[src/rtl/core/allist_pkg.sv]
package allist_pkg;

  localparam int SLOTS_DEFAULT = 8;

  localparam int CMD_W    = 4;
  localparam int POS_W    = 3;
  localparam int TEXT_W   = 64;
  localparam int SIZE_W   = 16;
  localparam int STATUS_W = 2;
  localparam int COUNT_W  = 4;
  localparam int SLOT_W   = 3;

  localparam logic [CMD_W-1:0] CMD_INS_HEAD  = 4'd0;
  localparam logic [CMD_W-1:0] CMD_INS_AFTER = 4'd1;
  localparam logic [CMD_W-1:0] CMD_INS_TAIL  = 4'd2;
  localparam logic [CMD_W-1:0] CMD_DEL_HEAD  = 4'd3;
  localparam logic [CMD_W-1:0] CMD_DEL_AFTER = 4'd4;
  localparam logic [CMD_W-1:0] CMD_DEL_TAIL  = 4'd5;
  localparam logic [CMD_W-1:0] CMD_CLEAR     = 4'd6;
  localparam logic [CMD_W-1:0] CMD_COUNT     = 4'd7;
  localparam logic [CMD_W-1:0] CMD_LIST      = 4'd8;

  localparam logic [STATUS_W-1:0] ST_OK    = 2'd0;
  localparam logic [STATUS_W-1:0] ST_FULL  = 2'd1;
  localparam logic [STATUS_W-1:0] ST_EMPTY = 2'd2;
  localparam logic [STATUS_W-1:0] ST_BAD   = 2'd3;

  typedef enum logic [1:0] {
    RD_HEAD,
    RD_POS,
    RD_NEXT
  } rd_sel_t;

  typedef enum logic [2:0] {
    OP_NONE,
    OP_INS_HEAD,
    OP_TAKE_AFTER,
    OP_LINK_CUR,
    OP_DEL_HEAD,
    OP_DEL_AFTER,
    OP_CLEAR
  } dp_op_t;

  typedef enum logic [1:0] {
    SL_ZERO,
    SL_FREE,
    SL_NEW,
    SL_CUR
  } slot_sel_t;

  typedef struct packed {
    logic                load;
    logic                rd_en;
    rd_sel_t             rd_sel;
    dp_op_t              op;
    logic                res_en;
    logic [STATUS_W-1:0] res_status;
    slot_sel_t           slot_sel;
    logic                emit;
  } dp_ctl_t;

  typedef struct packed {
    logic full;
    logic head_valid;
    logic pos_ok;
    logic rd_has_next;
    logic at_head;
  } dp_stat_t;

endpackage

[src/rtl/core/allist_dp.sv]
module allist_dp #(
  parameter int SLOTS = allist_pkg::SLOTS_DEFAULT
) (
  input  logic                                clk,
  input  logic                                rst,
  input  allist_pkg::dp_ctl_t                 ctl,
  output allist_pkg::dp_stat_t                stat,
  input  logic [allist_pkg::POS_W-1:0]        position,
  input  logic [allist_pkg::TEXT_W-1:0]       brand_text,
  input  logic [allist_pkg::TEXT_W-1:0]       colour_text,
  input  logic [allist_pkg::SIZE_W-1:0]       item_size,
  output logic                                result_valid,
  output logic [allist_pkg::STATUS_W-1:0]     status,
  output logic [allist_pkg::COUNT_W-1:0]      element_count,
  output logic [allist_pkg::SLOT_W-1:0]       slot_index,
  output logic [allist_pkg::TEXT_W-1:0]       out_brand,
  output logic [allist_pkg::TEXT_W-1:0]       out_colour,
  output logic [allist_pkg::SIZE_W-1:0]       out_size,
  output logic                                last_result
);

  localparam int IDX_W  = $clog2(SLOTS);
  localparam int CNT_W  = $clog2(SLOTS + 1);
  localparam int LINK_W = IDX_W + 1;

  // link entry: {has_next, next slot}
  logic [LINK_W-1:0]              link_mem [SLOTS];
  logic [allist_pkg::TEXT_W-1:0]  brand_mem [SLOTS];
  logic [allist_pkg::TEXT_W-1:0]  colour_mem [SLOTS];
  logic [allist_pkg::SIZE_W-1:0]  size_mem [SLOTS];

  logic [LINK_W-1:0]              link_rd;
  logic [allist_pkg::TEXT_W-1:0]  brand_rd;
  logic [allist_pkg::TEXT_W-1:0]  colour_rd;
  logic [allist_pkg::SIZE_W-1:0]  size_rd;

  logic [SLOTS-1:0]               used;
  logic                           head_valid;
  logic [IDX_W-1:0]               head;
  logic [CNT_W-1:0]               cnt;
  logic [CNT_W-1:0]               cnt_next;
  logic [IDX_W-1:0]               cur;
  logic [IDX_W-1:0]               prev;
  logic [IDX_W-1:0]               new_slot;
  logic [IDX_W-1:0]               free_slot;

  logic [allist_pkg::POS_W-1:0]   pos_q;
  logic [allist_pkg::TEXT_W-1:0]  brand_q;
  logic [allist_pkg::TEXT_W-1:0]  colour_q;
  logic [allist_pkg::SIZE_W-1:0]  size_q;

  logic [IDX_W-1:0]               pos_idx;
  logic                           pos_in;
  logic                           pos_ok;
  logic                           rd_has;
  logic [IDX_W-1:0]               rd_next;
  logic [IDX_W-1:0]               rd_addr;
  logic                           wr_en;
  logic [IDX_W-1:0]               wr_addr;
  logic [LINK_W-1:0]              wr_data;
  logic                           data_we;
  logic [IDX_W-1:0]               res_slot;

  logic [IDX_W-1:0]               slot_q;
  logic [CNT_W-1:0]               count_q;

  assign rd_has  = link_rd[LINK_W-1];
  assign rd_next = link_rd[IDX_W-1:0];
  assign pos_idx = IDX_W'(pos_q);
  assign pos_in  = 32'(pos_q) < SLOTS;
  assign pos_ok  = pos_in && used[pos_idx];

  // lowest free slot
  always_comb begin
    free_slot = '0;
    for (int i = SLOTS - 1; i >= 0; i--) begin
      if (!used[i]) free_slot = IDX_W'(i);
    end
  end

  always_comb begin
    stat.full        = (cnt == CNT_W'(SLOTS));
    stat.head_valid  = head_valid;
    stat.pos_ok      = pos_ok;
    stat.rd_has_next = rd_has;
    stat.at_head     = (cur == head);
  end

  always_comb begin
    case (ctl.rd_sel)
      allist_pkg::RD_HEAD: rd_addr = head;
      allist_pkg::RD_POS:  rd_addr = pos_idx;
      allist_pkg::RD_NEXT: rd_addr = rd_next;
      default:             rd_addr = head;
    endcase
  end

  always_comb begin
    wr_en   = 1'b0;
    wr_addr = free_slot;
    wr_data = {head_valid, head};
    data_we = 1'b0;
    case (ctl.op)
      allist_pkg::OP_INS_HEAD: begin
        wr_en   = 1'b1;
        data_we = 1'b1;
      end
      allist_pkg::OP_TAKE_AFTER: begin
        // new entry inherits the link of its predecessor
        wr_en   = 1'b1;
        wr_data = link_rd;
        data_we = 1'b1;
      end
      allist_pkg::OP_LINK_CUR: begin
        wr_en   = 1'b1;
        wr_addr = cur;
        wr_data = {1'b1, new_slot};
      end
      allist_pkg::OP_DEL_AFTER: begin
        // bypass the removed entry
        wr_en   = 1'b1;
        wr_addr = prev;
        wr_data = link_rd;
      end
      default: begin
      end
    endcase
  end

  always_comb begin
    case (ctl.op) inside
      allist_pkg::OP_INS_HEAD, allist_pkg::OP_TAKE_AFTER: cnt_next = cnt + 1'b1;
      allist_pkg::OP_DEL_HEAD, allist_pkg::OP_DEL_AFTER:  cnt_next = cnt - 1'b1;
      allist_pkg::OP_CLEAR:                               cnt_next = '0;
      default:                                            cnt_next = cnt;
    endcase
  end

  always_comb begin
    case (ctl.slot_sel)
      allist_pkg::SL_ZERO: res_slot = '0;
      allist_pkg::SL_FREE: res_slot = free_slot;
      allist_pkg::SL_NEW:  res_slot = new_slot;
      allist_pkg::SL_CUR:  res_slot = cur;
      default:             res_slot = '0;
    endcase
  end

  always_ff @(posedge clk) begin
    if (wr_en) link_mem[wr_addr] <= wr_data;
    if (data_we) begin
      brand_mem[free_slot]  <= brand_q;
      colour_mem[free_slot] <= colour_q;
      size_mem[free_slot]   <= size_q;
    end
    if (ctl.rd_en) begin
      link_rd   <= link_mem[rd_addr];
      brand_rd  <= brand_mem[rd_addr];
      colour_rd <= colour_mem[rd_addr];
      size_rd   <= size_mem[rd_addr];
    end
  end

  always_ff @(posedge clk) begin
    if (rst) begin
      used         <= '0;
      head_valid   <= 1'b0;
      head         <= '0;
      cnt          <= '0;
      result_valid <= 1'b0;
    end else begin
      cnt          <= cnt_next;
      result_valid <= ctl.res_en;
      case (ctl.op)
        allist_pkg::OP_INS_HEAD: begin
          used[free_slot] <= 1'b1;
          head            <= free_slot;
          head_valid      <= 1'b1;
        end
        allist_pkg::OP_TAKE_AFTER: used[free_slot] <= 1'b1;
        allist_pkg::OP_DEL_HEAD: begin
          used[cur]  <= 1'b0;
          head_valid <= rd_has;
          head       <= rd_next;
        end
        allist_pkg::OP_DEL_AFTER: used[cur] <= 1'b0;
        allist_pkg::OP_CLEAR: begin
          used       <= '0;
          head_valid <= 1'b0;
          head       <= '0;
        end
        default: begin
        end
      endcase
    end
  end

  always_ff @(posedge clk) begin
    if (ctl.load) begin
      pos_q    <= position;
      brand_q  <= brand_text;
      colour_q <= colour_text;
      size_q   <= item_size;
    end
    if (ctl.rd_en) begin
      cur <= rd_addr;
      if (ctl.rd_sel == allist_pkg::RD_NEXT) prev <= cur;
    end
    if (ctl.op == allist_pkg::OP_INS_HEAD || ctl.op == allist_pkg::OP_TAKE_AFTER) begin
      new_slot <= free_slot;
    end
    if (ctl.res_en) begin
      status      <= ctl.res_status;
      count_q     <= cnt_next;
      slot_q      <= res_slot;
      out_brand   <= ctl.emit ? brand_rd  : '0;
      out_colour  <= ctl.emit ? colour_rd : '0;
      out_size    <= ctl.emit ? size_rd   : '0;
      last_result <= ctl.emit ? !rd_has   : 1'b1;
    end
  end

  assign slot_index    = allist_pkg::SLOT_W'(slot_q);
  assign element_count = allist_pkg::COUNT_W'(count_q);

endmodule

[src/rtl/core/allist_ctrl.sv]
module allist_ctrl (
  input  logic                          clk,
  input  logic                          rst,
  input  logic                          start,
  input  logic [allist_pkg::CMD_W-1:0]  cmd,
  input  allist_pkg::dp_stat_t          stat,
  output logic                          busy,
  output allist_pkg::dp_ctl_t           ctl
);

  typedef enum logic [3:0] {
    S_IDLE,
    S_DECODE,
    S_INS_AT,
    S_INS_FIX,
    S_TAIL_WALK,
    S_DEL_HEAD,
    S_DEL_AFT1,
    S_DEL_AFT2,
    S_LIST
  } state_t;

  state_t                       state;
  state_t                       state_next;
  logic [allist_pkg::CMD_W-1:0] cmd_q;

  assign busy = (state != S_IDLE);

  always_comb begin
    state_next     = state;
    ctl.load       = 1'b0;
    ctl.rd_en      = 1'b0;
    ctl.rd_sel     = allist_pkg::RD_HEAD;
    ctl.op         = allist_pkg::OP_NONE;
    ctl.res_en     = 1'b0;
    ctl.res_status = allist_pkg::ST_OK;
    ctl.slot_sel   = allist_pkg::SL_ZERO;
    ctl.emit       = 1'b0;

    unique case (state)
      S_IDLE: begin
        if (start) begin
          ctl.load   = 1'b1;
          state_next = S_DECODE;
        end
      end

      S_DECODE: begin
        state_next = S_IDLE;
        unique case (cmd_q)
          allist_pkg::CMD_INS_HEAD: begin
            ctl.res_en = 1'b1;
            if (stat.full) begin
              ctl.res_status = allist_pkg::ST_FULL;
            end else begin
              ctl.op       = allist_pkg::OP_INS_HEAD;
              ctl.slot_sel = allist_pkg::SL_FREE;
            end
          end
          allist_pkg::CMD_INS_AFTER: begin
            if (stat.full) begin
              ctl.res_en     = 1'b1;
              ctl.res_status = allist_pkg::ST_FULL;
            end else if (!stat.pos_ok) begin
              ctl.res_en     = 1'b1;
              ctl.res_status = allist_pkg::ST_BAD;
            end else begin
              ctl.rd_en  = 1'b1;
              ctl.rd_sel = allist_pkg::RD_POS;
              state_next = S_INS_AT;
            end
          end
          allist_pkg::CMD_INS_TAIL: begin
            if (stat.full) begin
              ctl.res_en     = 1'b1;
              ctl.res_status = allist_pkg::ST_FULL;
            end else if (!stat.head_valid) begin
              ctl.res_en   = 1'b1;
              ctl.op       = allist_pkg::OP_INS_HEAD;
              ctl.slot_sel = allist_pkg::SL_FREE;
            end else begin
              ctl.rd_en  = 1'b1;
              state_next = S_TAIL_WALK;
            end
          end
          allist_pkg::CMD_DEL_HEAD: begin
            if (!stat.head_valid) begin
              ctl.res_en     = 1'b1;
              ctl.res_status = allist_pkg::ST_EMPTY;
            end else begin
              ctl.rd_en  = 1'b1;
              state_next = S_DEL_HEAD;
            end
          end
          allist_pkg::CMD_DEL_AFTER: begin
            if (!stat.head_valid) begin
              ctl.res_en     = 1'b1;
              ctl.res_status = allist_pkg::ST_EMPTY;
            end else if (!stat.pos_ok) begin
              ctl.res_en     = 1'b1;
              ctl.res_status = allist_pkg::ST_BAD;
            end else begin
              ctl.rd_en  = 1'b1;
              ctl.rd_sel = allist_pkg::RD_POS;
              state_next = S_DEL_AFT1;
            end
          end
          allist_pkg::CMD_DEL_TAIL: begin
            if (!stat.head_valid) begin
              ctl.res_en     = 1'b1;
              ctl.res_status = allist_pkg::ST_EMPTY;
            end else begin
              ctl.rd_en  = 1'b1;
              state_next = S_TAIL_WALK;
            end
          end
          allist_pkg::CMD_CLEAR: begin
            ctl.res_en = 1'b1;
            ctl.op     = allist_pkg::OP_CLEAR;
          end
          allist_pkg::CMD_COUNT: begin
            ctl.res_en = 1'b1;
          end
          allist_pkg::CMD_LIST: begin
            if (!stat.head_valid) begin
              ctl.res_en     = 1'b1;
              ctl.res_status = allist_pkg::ST_EMPTY;
            end else begin
              ctl.rd_en  = 1'b1;
              state_next = S_LIST;
            end
          end
          default: begin
            ctl.res_en     = 1'b1;
            ctl.res_status = allist_pkg::ST_BAD;
          end
        endcase
      end

      S_INS_AT: begin
        ctl.op     = allist_pkg::OP_TAKE_AFTER;
        state_next = S_INS_FIX;
      end

      S_INS_FIX: begin
        ctl.op       = allist_pkg::OP_LINK_CUR;
        ctl.res_en   = 1'b1;
        ctl.slot_sel = allist_pkg::SL_NEW;
        state_next   = S_IDLE;
      end

      S_TAIL_WALK: begin
        if (stat.rd_has_next) begin
          // advance one link
          ctl.rd_en  = 1'b1;
          ctl.rd_sel = allist_pkg::RD_NEXT;
        end else if (cmd_q == allist_pkg::CMD_INS_TAIL) begin
          ctl.op     = allist_pkg::OP_TAKE_AFTER;
          state_next = S_INS_FIX;
        end else begin
          ctl.op       = stat.at_head ? allist_pkg::OP_DEL_HEAD : allist_pkg::OP_DEL_AFTER;
          ctl.res_en   = 1'b1;
          ctl.slot_sel = allist_pkg::SL_CUR;
          state_next   = S_IDLE;
        end
      end

      S_DEL_HEAD: begin
        ctl.op       = allist_pkg::OP_DEL_HEAD;
        ctl.res_en   = 1'b1;
        ctl.slot_sel = allist_pkg::SL_CUR;
        state_next   = S_IDLE;
      end

      S_DEL_AFT1: begin
        if (!stat.rd_has_next) begin
          // nothing follows the given slot
          ctl.res_en     = 1'b1;
          ctl.res_status = allist_pkg::ST_BAD;
          state_next     = S_IDLE;
        end else begin
          ctl.rd_en  = 1'b1;
          ctl.rd_sel = allist_pkg::RD_NEXT;
          state_next = S_DEL_AFT2;
        end
      end

      S_DEL_AFT2: begin
        ctl.op       = allist_pkg::OP_DEL_AFTER;
        ctl.res_en   = 1'b1;
        ctl.slot_sel = allist_pkg::SL_CUR;
        state_next   = S_IDLE;
      end

      S_LIST: begin
        ctl.res_en   = 1'b1;
        ctl.slot_sel = allist_pkg::SL_CUR;
        ctl.emit     = 1'b1;
        if (stat.rd_has_next) begin
          ctl.rd_en  = 1'b1;
          ctl.rd_sel = allist_pkg::RD_NEXT;
        end else begin
          state_next = S_IDLE;
        end
      end

      default: state_next = S_IDLE;
    endcase
  end

  always_ff @(posedge clk) begin
    if (rst) begin
      state <= S_IDLE;
    end else begin
      state <= state_next;
      if (ctl.load) cmd_q <= cmd;
    end
  end

endmodule

[src/rtl/core/array_linked_list_unit.sv]
// Channel   Handshake               Payload
// request   start, busy             cmd, position, brand_text, colour_text, item_size
// result    result_valid (1 cycle)  status, element_count, slot_index, out_brand,
//                                   out_colour, out_size, last_result
//
// A request is taken when start is high and busy is low; busy then stays high
// until the cycle of the final result. Decode has a state of its own; each link hop
// goes through the registered read of the link memory: count, clear, insert at
// head and requests refused at decode give their result from decode, insert after
// passes S_INS_AT and S_INS_FIX, delete reads one or two links, tail operations walk
// the list to its end, list gives its first result once the head is read and one more each cycle after that.
// Synchronous reset frees all slots at once.
// Results cannot be stalled; each one is valid for exactly one cycle.
module array_linked_list_unit #(
  parameter int SLOTS = allist_pkg::SLOTS_DEFAULT
) (
  input  logic                                clk,
  input  logic                                rst,
  input  logic                                start,
  output logic                                busy,
  input  logic [allist_pkg::CMD_W-1:0]        cmd,
  input  logic [allist_pkg::POS_W-1:0]        position,
  input  logic [allist_pkg::TEXT_W-1:0]       brand_text,
  input  logic [allist_pkg::TEXT_W-1:0]       colour_text,
  input  logic [allist_pkg::SIZE_W-1:0]       item_size,
  output logic                                result_valid,
  output logic [allist_pkg::STATUS_W-1:0]     status,
  output logic [allist_pkg::COUNT_W-1:0]      element_count,
  output logic [allist_pkg::SLOT_W-1:0]       slot_index,
  output logic [allist_pkg::TEXT_W-1:0]       out_brand,
  output logic [allist_pkg::TEXT_W-1:0]       out_colour,
  output logic [allist_pkg::SIZE_W-1:0]       out_size,
  output logic                                last_result
);

  allist_pkg::dp_ctl_t  ctl;
  allist_pkg::dp_stat_t stat;

  allist_ctrl u_ctrl (
    .clk   (clk),
    .rst   (rst),
    .start (start),
    .cmd   (cmd),
    .stat  (stat),
    .busy  (busy),
    .ctl   (ctl)
  );

  allist_dp #(
    .SLOTS (SLOTS)
  ) u_dp (
    .clk           (clk),
    .rst           (rst),
    .ctl           (ctl),
    .stat          (stat),
    .position      (position),
    .brand_text    (brand_text),
    .colour_text   (colour_text),
    .item_size     (item_size),
    .result_valid  (result_valid),
    .status        (status),
    .element_count (element_count),
    .slot_index    (slot_index),
    .out_brand     (out_brand),
    .out_colour    (out_colour),
    .out_size      (out_size),
    .last_result   (last_result)
  );

`ifndef SYNTHESIS
  a_accept_busy: assert property (@(posedge clk) disable iff (rst)
    start && !busy |=> busy)
    else $error("busy not raised after request");

  a_list_burst: assert property (@(posedge clk) disable iff (rst)
    result_valid && !last_result |=> result_valid)
    else $error("gap inside list output");

  a_last_idle: assert property (@(posedge clk) disable iff (rst)
    result_valid && last_result |-> !busy)
    else $error("final result while still busy");

  a_fail_single: assert property (@(posedge clk) disable iff (rst)
    result_valid && status != allist_pkg::ST_OK |-> last_result)
    else $error("failed request without last flag");
`endif

endmodule
[config.mk]
export PLATFORM = sky130hd
export DESIGN_NAME = array_linked_list_unit
export DESIGN_NICKNAME = d
export VERILOG_FILES = /design/src/rtl/core/allist_pkg.sv /design/src/rtl/core/allist_dp.sv /design/src/rtl/core/allist_ctrl.sv /design/src/rtl/core/array_linked_list_unit.sv
export SDC_FILE = /design/constraint.sdc
export NUM_CORES = 2
export LEC_CHECK = 0
export ABC_CLOCK_PERIOD_IN_PS = 20700
export BUFFER_PORTS_ARGS = -buffer_cell sky130_fd_sc_hd__clkbuf_2
export CAP_MARGIN = 25
export CORE_MARGIN = 4
export CORE_UTILIZATION = 58
export CTS_BUF_LIST = sky130_fd_sc_hd__clkbuf_8
export DETAILED_ROUTE_END_ITERATION = 10
export PLACE_DENSITY_LB_ADDON = 0.1
export SYNTH_ARGS = -nofsm -noshare
export SYNTH_HDL_FRONTEND = slang
export SYNTH_SLANG_ARGS = --single-unit
export TNS_END_PERCENT = 10
[constraint.sdc]
create_clock -name clk -period 20.7 [get_ports clk]
set_input_delay 0 -clock clk [delete_from_list [all_inputs] [get_ports clk]]
set_output_delay 0 -clock clk [all_outputs]
set_load 0.1 [all_outputs]
=== Yosys cells after proc, flatten, opt, wreduce, memory -nomap -nowiden ===
Memories as Yosys holds them, arrays and structs flattened. A register that Yosys moved wholly into a read port is not among the register bits.
Cells that the tools add are included.

* Memory bits (writable): 1,184
* Memories kept: 4
* Register bits after elaboration: 335
* Output and inout bits: 156

{| class="wikitable"
|+ Memory list
! memory !! words !! width !! rd ports !! clocked after Yosys merged registers in !! write ports !! RTL line !! source
|-
| u_dp.brand_mem || 8 || 64 || 1 || 1 || 1 || allist_dp.sv:28 || <nowiki>logic [allist_pkg::TEXT_W-1:0] brand_mem [SLOTS];</nowiki>
|-
| u_dp.colour_mem || 8 || 64 || 1 || 1 || 1 || allist_dp.sv:29 || <nowiki>logic [allist_pkg::TEXT_W-1:0] colour_mem [SLOTS];</nowiki>
|-
| u_dp.size_mem || 8 || 16 || 1 || 1 || 1 || allist_dp.sv:30 || <nowiki>logic [allist_pkg::SIZE_W-1:0] size_mem [SLOTS];</nowiki>
|-
| u_dp.link_mem || 8 || 4 || 1 || 1 || 1 || allist_dp.sv:27 || <nowiki>logic [LINK_W-1:0] link_mem [SLOTS];</nowiki>
|}

* Muxes and demuxes: 84
* Bitwise gates (word level): 4
* Reductions and logical operators: 23
* Magnitude comparators: 5
* Eq/ne operators: 32
* Add/sub/neg operators: 2

{| class="wikitable"
|+ Operator list
! operator !! count
|-
| $mux 3 || 24
|-
| $pmux 4 s6 || 2
|-
| $mux 4 || 9
|-
| $eq 4x3->1 const B || 8
|-
| $pmux 8 s3 || 1
|-
| $mux 1 || 21
|-
| $pmux 3 s2 || 3
|-
| $pmux 3 s3 || 2
|-
| $pmux 3 s6 || 1
|-
| $eq 4x2->1 const B || 4
|-
| $mux 2 || 7
|-
| $eq 4x4->1 const B || 3
|-
| $lt 3x4->1 const B || 3
|-
| $pmux 1 s4 || 3
|-
| $pmux 2 s2 || 3
|-
| $pmux 3 s4 || 1
|-
| $pmux 2 s5 || 1
|-
| $reduce_or 2->1 || 5
|-
| $eq 3x3->1 const B || 3
|-
| $reduce_or 3->1 || 3
|-
| $and 8x8->8 || 1
|-
| $eq 4x1->1 const B || 2
|-
| $logic_not 4->1 || 2
|-
| $not 8->8 || 1
|-
| other kinds (25) || 37
|}

=== Logic depth before layout (Yosys ltp) ===
* Depth in word-level cells: 14
* Depth in mapped cells: 14
* Gate-level depth less buffers: 11

=== Modules after synthesis ===
A second synthesis with hierarchy kept.

* Cells, all modules: 3,349
* Area total of the unflattened synthesis: 63,000.4 um2

{| class="wikitable"
|+ Modules (own cells, without submodules)
! module !! area an instance (um2) !! cells each !! instances
|-
| allist_dp || 62,124.6 || 3,231 || 1
|-
| allist_ctrl || 875.8 || 118 || 1
|}

=== Worst setup path after synthesis ===
Ideal clock, no wire load.

* Path kind: register to register
* Start: register u_ctrl.cmd_q[0] (netlist name)
* End: memory u_dp.brand_mem[3][0] (netlist name), enable pin
* Cell stages (with the launch flop): 6
* Clock period less this slack: 17.562 ns
* Setup slack: 3.138 ns
* Path buffers: 1
* Setup time: 1.053 ns
* Data required time: 19.647 ns
* Data arrival time: 16.509 ns
* Cell sequence: edfxtp_1 -> clkbuf_1 -> or4b_2 -> o31ai_1 -> nor2_1 -> nor4b_1

* Word-level cells in the longest chain between the ends: 9
* Elaborated cells between the ends (all ways): 13
* Classes of those cells: eq/ne: 4; mux: 7; reduce/logical: 2

{| class="wikitable"
|+ Ends and longest elaborated chain
! what !! RTL line !! source
|-
| start: declaration || allist_ctrl.sv:25 || <nowiki>logic [allist_pkg::CMD_W-1:0] cmd_q;</nowiki>
|-
| start signal: assignment || allist_ctrl.sv:216 || <nowiki>if (ctl.load) cmd_q <= cmd;</nowiki>
|-
| $eq 4x2->1 || allist_ctrl.sv:50, allist_ctrl.sv:157 ||
|-
| $mux 3 || allist_ctrl.sv:157 || <nowiki>end else if (cmd_q == allist_pkg::CMD_INS_TAIL) begin</nowiki>
|-
| $mux 4 || allist_ctrl.sv:153 || <nowiki>if (stat.rd_has_next) begin</nowiki>
|-
| $pmux 3 s6 * || allist_ctrl.sv:40 || <nowiki>unique case (state)</nowiki>
|-
| $eq 3x2->1 or $eq 3x1->1 (tied branches) || allist_dp.sv:103 || <nowiki>case (ctl.op)</nowiki>
|-
| $reduce_or 2->1 (no source line) * || - ||
|-
| $mux 1 * || allist_dp.sv:103 ||
|-
| $mux 1 * || allist_dp.sv:151 || <nowiki>if (data_we) begin</nowiki>
|-
| $mux 1 (implied by the code) * || allist_dp.sv:152 || <nowiki>brand_mem[free_slot] <= brand_q;</nowiki>
|-
| end: declaration || allist_dp.sv:28 ||
|}

Mark *: on every way between the ends. The rest lies on a longest branch, timed or not.

=== Worst setup path after layout ===
* Start: register u_ctrl.state[0]
* End: register u_dp.colour_rd[32] (netlist name), read port of u_dp.colour_mem, data pin

* Word-level cells in the longest chain between the ends: 5
* Elaborated cells between the ends (all ways): 9
* Classes of those cells: eq/ne: 6; mux: 2; reduce/logical: 1

{| class="wikitable"
|+ Ends and longest elaborated chain
! what !! RTL line !! source
|-
| start: declaration || allist_ctrl.sv:23 || <nowiki>state_t state;</nowiki>
|-
| start signal: assignment || allist_ctrl.sv:215 || <nowiki>state <= state_next;</nowiki>
|-
| $eq 4x3->1 or $eq 4x4->1 (tied branches) || allist_ctrl.sv:40 ||
|-
| $reduce_or 3->1 (no source line) || - ||
|-
| $pmux 3 s2 * || allist_ctrl.sv:40 ||
|-
| $eq 2x2->1 or $eq 2x1->1 (tied branches) || allist_dp.sv:90 || <nowiki>case (ctl.rd_sel)</nowiki>
|-
| $pmux 3 s2 || allist_dp.sv:90 ||
|-
| end: declaration || allist_dp.sv:34 || <nowiki>logic [allist_pkg::TEXT_W-1:0] colour_rd;</nowiki>
|}

Marked as above.
A chain may end at the register's enable or synchronous reset.

==> impl_metrics.env <==
export IMPL_cts_root_buf="clkbuf_8"
export IMPL_clock_sinks=1667
export IMPL_final_cell_mix="edfxtp_1, clkbuf_2, dlygate4sd3_1"
export IMPL_r2r_setup_slack_ns=14.27
export IMPL_layout_commonest_cell="edfxtp_1"
export IMPL_grt_busiest_layer="met2"
export IMPL_cp_arrival_ns=7.07
export IMPL_synth_cell_types=61
export IMPL_worstPathMaxFanout=108
export IMPL_use_met3_pct=5.066
export IMPL_pin_count=310
export IMPL_grt_pass1_wl_mm=195.3
export IMPL_area_delta_synth_final_pct=18.11
export IMPL_routed_via_density=5.825
export IMPL_timing_fmax_ghz=0.1555
export IMPL_cts_buffers=277
export IMPL_buffer_ports_inserted=309
export IMPL_layout_min_cycle_time_ns=6.433
export IMPL_p_leak_nw=23.77
export IMPL_setup_viol=0
export IMPL_fin_setup_tns_ns=0
export IMPL_drt_initial_drc_count=2674
export IMPL_min_period_over_period_pct=31.08
export IMPL_synth_edf_count=1646
export IMPL_setup_slack_ns=14.27
export IMPL_place_ws_ns=14.06
export IMPL_grt_overflow=0
export IMPL_vdd_drop_max_v=0.00006941
export IMPL_wirelength_mm=129.9
export IMPL_critPathKind="flip-flop to flip-flop"
export IMPL_run_status="finished, final reports clean"
export IMPL_drc=0
export IMPL_die_height_um=332.8
export IMPL_die_w_um=332.8
export IMPL_synth_area_mm2=0.06119
export IMPL_met1_usage_pct=32.59
export IMPL_htreeDepth=5
export IMPL_relSlewSlack_pct=31.04
export IMPL_fin_nets=3613
export IMPL_cp_start_kind="flip-flop"
export IMPL_insertion_delay_ns=0.93
export IMPL_min_path_type="primary input to flip-flop"
export IMPL_min_delay_start="rst"
export IMPL_synth_net_count=2795
export IMPL_worstSetupEndpoint="u_dp.colour_rd[32]$_DFFE_PP_"
export IMPL_gp_congestion=0.8397
export IMPL_synth_area_leaders="edfxtp_1, mux4_2, mux2_2, and2_1, dfxtp_1"
export IMPL_ff_latch_area_mm2=0.04985
export IMPL_via_count=29231
export IMPL_yosysWarnings=0
export IMPL_cts_tree="built"
export IMPL_netlist_instances=2637
export IMPL_multiInputGateArea_mm2=0.01091
export IMPL_skew_ns=0.05670
export IMPL_wl_per_cell_um=25.89
export IMPL_crit_path_end_kind="flip-flop"
export IMPL_nFillCells=6475
export IMPL_timing_rr_end="u_dp.colour_rd[32]$_DFFE_PP_"
export IMPL_track_usage_pct=23.73
export IMPL_ys_seq_area_share_pct=81.46
export IMPL_synth_top_flop_cell="edfxtp_1"
export IMPL_slew_violations=0
export IMPL_use_met2_pct=39.42
export IMPL_p_switching_mw=1.400
export IMPL_dieArea_mm2=0.1108
export IMPL_postCtsSetupRepairBufs=0
export IMPL_num_rows=118
export IMPL_seqPwrFrac_pct=57.8
export IMPL_yosysTopAreaCellShare_pct=80.77
export IMPL_p_int_mw=5.152
export IMPL_drive_gt1_share_pct=31.51
export IMPL_p_clk_share_pct=38.2
export IMPL_synthArstFlopShare_pct=0
export IMPL_ant_nets=0
export IMPL_reg2regPathDepth=12
export IMPL_finalHoldViolCount=0
export IMPL_postSynthAreaPerCell_um2=23.21
export IMPL_pwr_share_comb_pct=4.0
export IMPL_switching_share_pct=21.37
export IMPL_cp_data_required_time_ns=21.34
export IMPL_hold_depth=3
export IMPL_grt_setup_unrepaired="no"
export IMPL_drv_cap=0
export IMPL_dr_pass1_iters=7
export IMPL_grt_start_max_net_pins=146
export IMPL_worstMarginPinSlew_ns=1.034
export IMPL_p_per_area_mw_per_mm2=90.66
export IMPL_clockBufferDepth=4
export IMPL_grt_pass1_vias=31572
export IMPL_coreArea_mm2=0.1041
export IMPL_clk_pin_slew_ns=0.06
export IMPL_antenna_found_initial=10
export IMPL_worstSetupStartpoint="u_ctrl.state[0]$_SDFFE_PP0P_"
export IMPL_ys_seq_elements=1667
export IMPL_synth_top_cell_by_area="edfxtp_1"
export IMPL_start_util_pct=58.79
export IMPL_reg2reg_from="u_ctrl.state[0]$_SDFFE_PP0P_"
export IMPL_place_hpwl_mm=65.21
==> per-stage QoR <==
stage	area (um2)	power (mW)	util (%)	hold WS, ns	cells
after floorplan	61190	4.006	-	0.09887	2637
after global placement	64480	4.066	61.95	0.1764	4251
after detailed placement	64510	4.075	61.98	0.1786	4252
after CTS	72250	6.623	69.41	0.1022	5007
after global routing	72260	6.816	69.43	0.1709	5013
final	72280	6.552	69.44	0.1911	5018
==> worst max-delay path, stage by stage, from the launching register on <==
cell	delay [ns]
dfxtp_1	0.53
nor4b_2	0.64
nand3_1	0.18
a21oi_1	0.30
ha_1	0.39
nand2_1	0.15
o21ai_4	0.08
buf_4	0.52
buf_4	0.80
buf_12	0.72
buf_4	0.86
mux4_2	0.61
mux2_2	0.28
==> repair_timing <==
action | CTS | global route
gates resized for setup | 0 | 0
hold endpoints to repair | 228 | 0
hold buffers | 304 | 0
==> cell families after synthesis <==
kind of cell             share of synthesized area, %
AO/OA/AOI/OAI                                   1.100
XOR/XNOR                                      0.05724
adder cells (fa/ha/maj)                       0.08179
buffers and inverters                          0.8485
flip-flops                                      81.46
multiplexers                                    13.73
AND/OR/NAND/NOR                                 2.728
==> cell type report <==
cell class / count / share of cell area (%)
antenna: 11 / 0.03809
timing repair buffer: 655 / 6.918
inverter: 14 / 0.09348
clock inverter: 166 / 1.068
clock buffer: 285 / 5.427
multi-input combinational: 840 / 15.10
sequential: 1667 / 68.97
tap: 1380 / 2.389
==> metal layers <==
metal	vias up	wire length (um)	share of wire [%]
met5	-	27	0.021
met4	4	2558	2.0
met3	201	8679	6.7
li1	12597	-	-
met1	15349	52940	41
met2	1080	65720	51
==> state kept, by name, summed over array words and instances, names as in the netlist, 4 cells and up <==
register,cells
u_dp.size_mem,128
u_dp.used,8
u_dp.brand_rd,64
u_dp.size_q,16
u_dp.out_size,16
u_dp.link_mem,32
u_dp.colour_mem,512
u_dp.out_colour,64
u_dp.size_rd,16
u_dp.colour_rd,64
u_dp.cnt,4
u_dp.brand_mem,512
u_dp.out_brand,64
u_dp.link_rd,4
u_ctrl.cmd_q,4
u_dp.element_count,4
u_dp.brand_q,64
u_ctrl.state,4
u_dp.colour_q,64
==> worst min path at each step <==
stage	to	slack (ns)
floorplan	u_ctrl.cmd_q[0]$_DFFE_PP_	0.1
global placement	u_dp.colour_q[20]$_DFFE_PP_	0.18
detailed placement	u_dp.brand_q[54]$_DFFE_PP_	0.18
CTS	u_ctrl.state[3]$_SDFFE_PP0P_	0.10
global route	u_ctrl.state[3]$_SDFFE_PP0P_	0.17
finish	u_ctrl.state[3]$_SDFFE_PP0P_	0.19
==> cell usage after synthesis (all sizes together), types with 5 or more instances <==
| master | instances |
|---|---|
| mux4 | 298 |
| buf | 47 |
| and2 | 147 |
| nand3 | 7 |
| nor3 | 18 |
| a211oi | 5 |
| clkbuf | 69 |
| nor2 | 29 |
| mux2 | 149 |
| nand2b | 8 |
| o31ai | 5 |
| edfxtp | 1646 |
| nor2b | 8 |
| nand2 | 31 |
| or4b | 5 |
| o21ai | 20 |
| nor4b | 6 |
| o21bai | 5 |
| dfxtp | 21 |
| a22oi | 12 |
| a31oi | 8 |
| inv | 14 |
| or3 | 5 |
| a21oi | 22 |
==> power groups by stage <==
stage	Clock (mW)	Combinational (mW)	Sequential [mW]
global placement	0	0.213	3.85
finish	2.50	0.260	3.79
detailed placement	0	0.217	3.86
CTS	2.57	0.263	3.79
global route	2.75	0.274	3.79
floorplan	0	0.0784	3.93
Note: power is estimated with default switching activity, not from simulation.
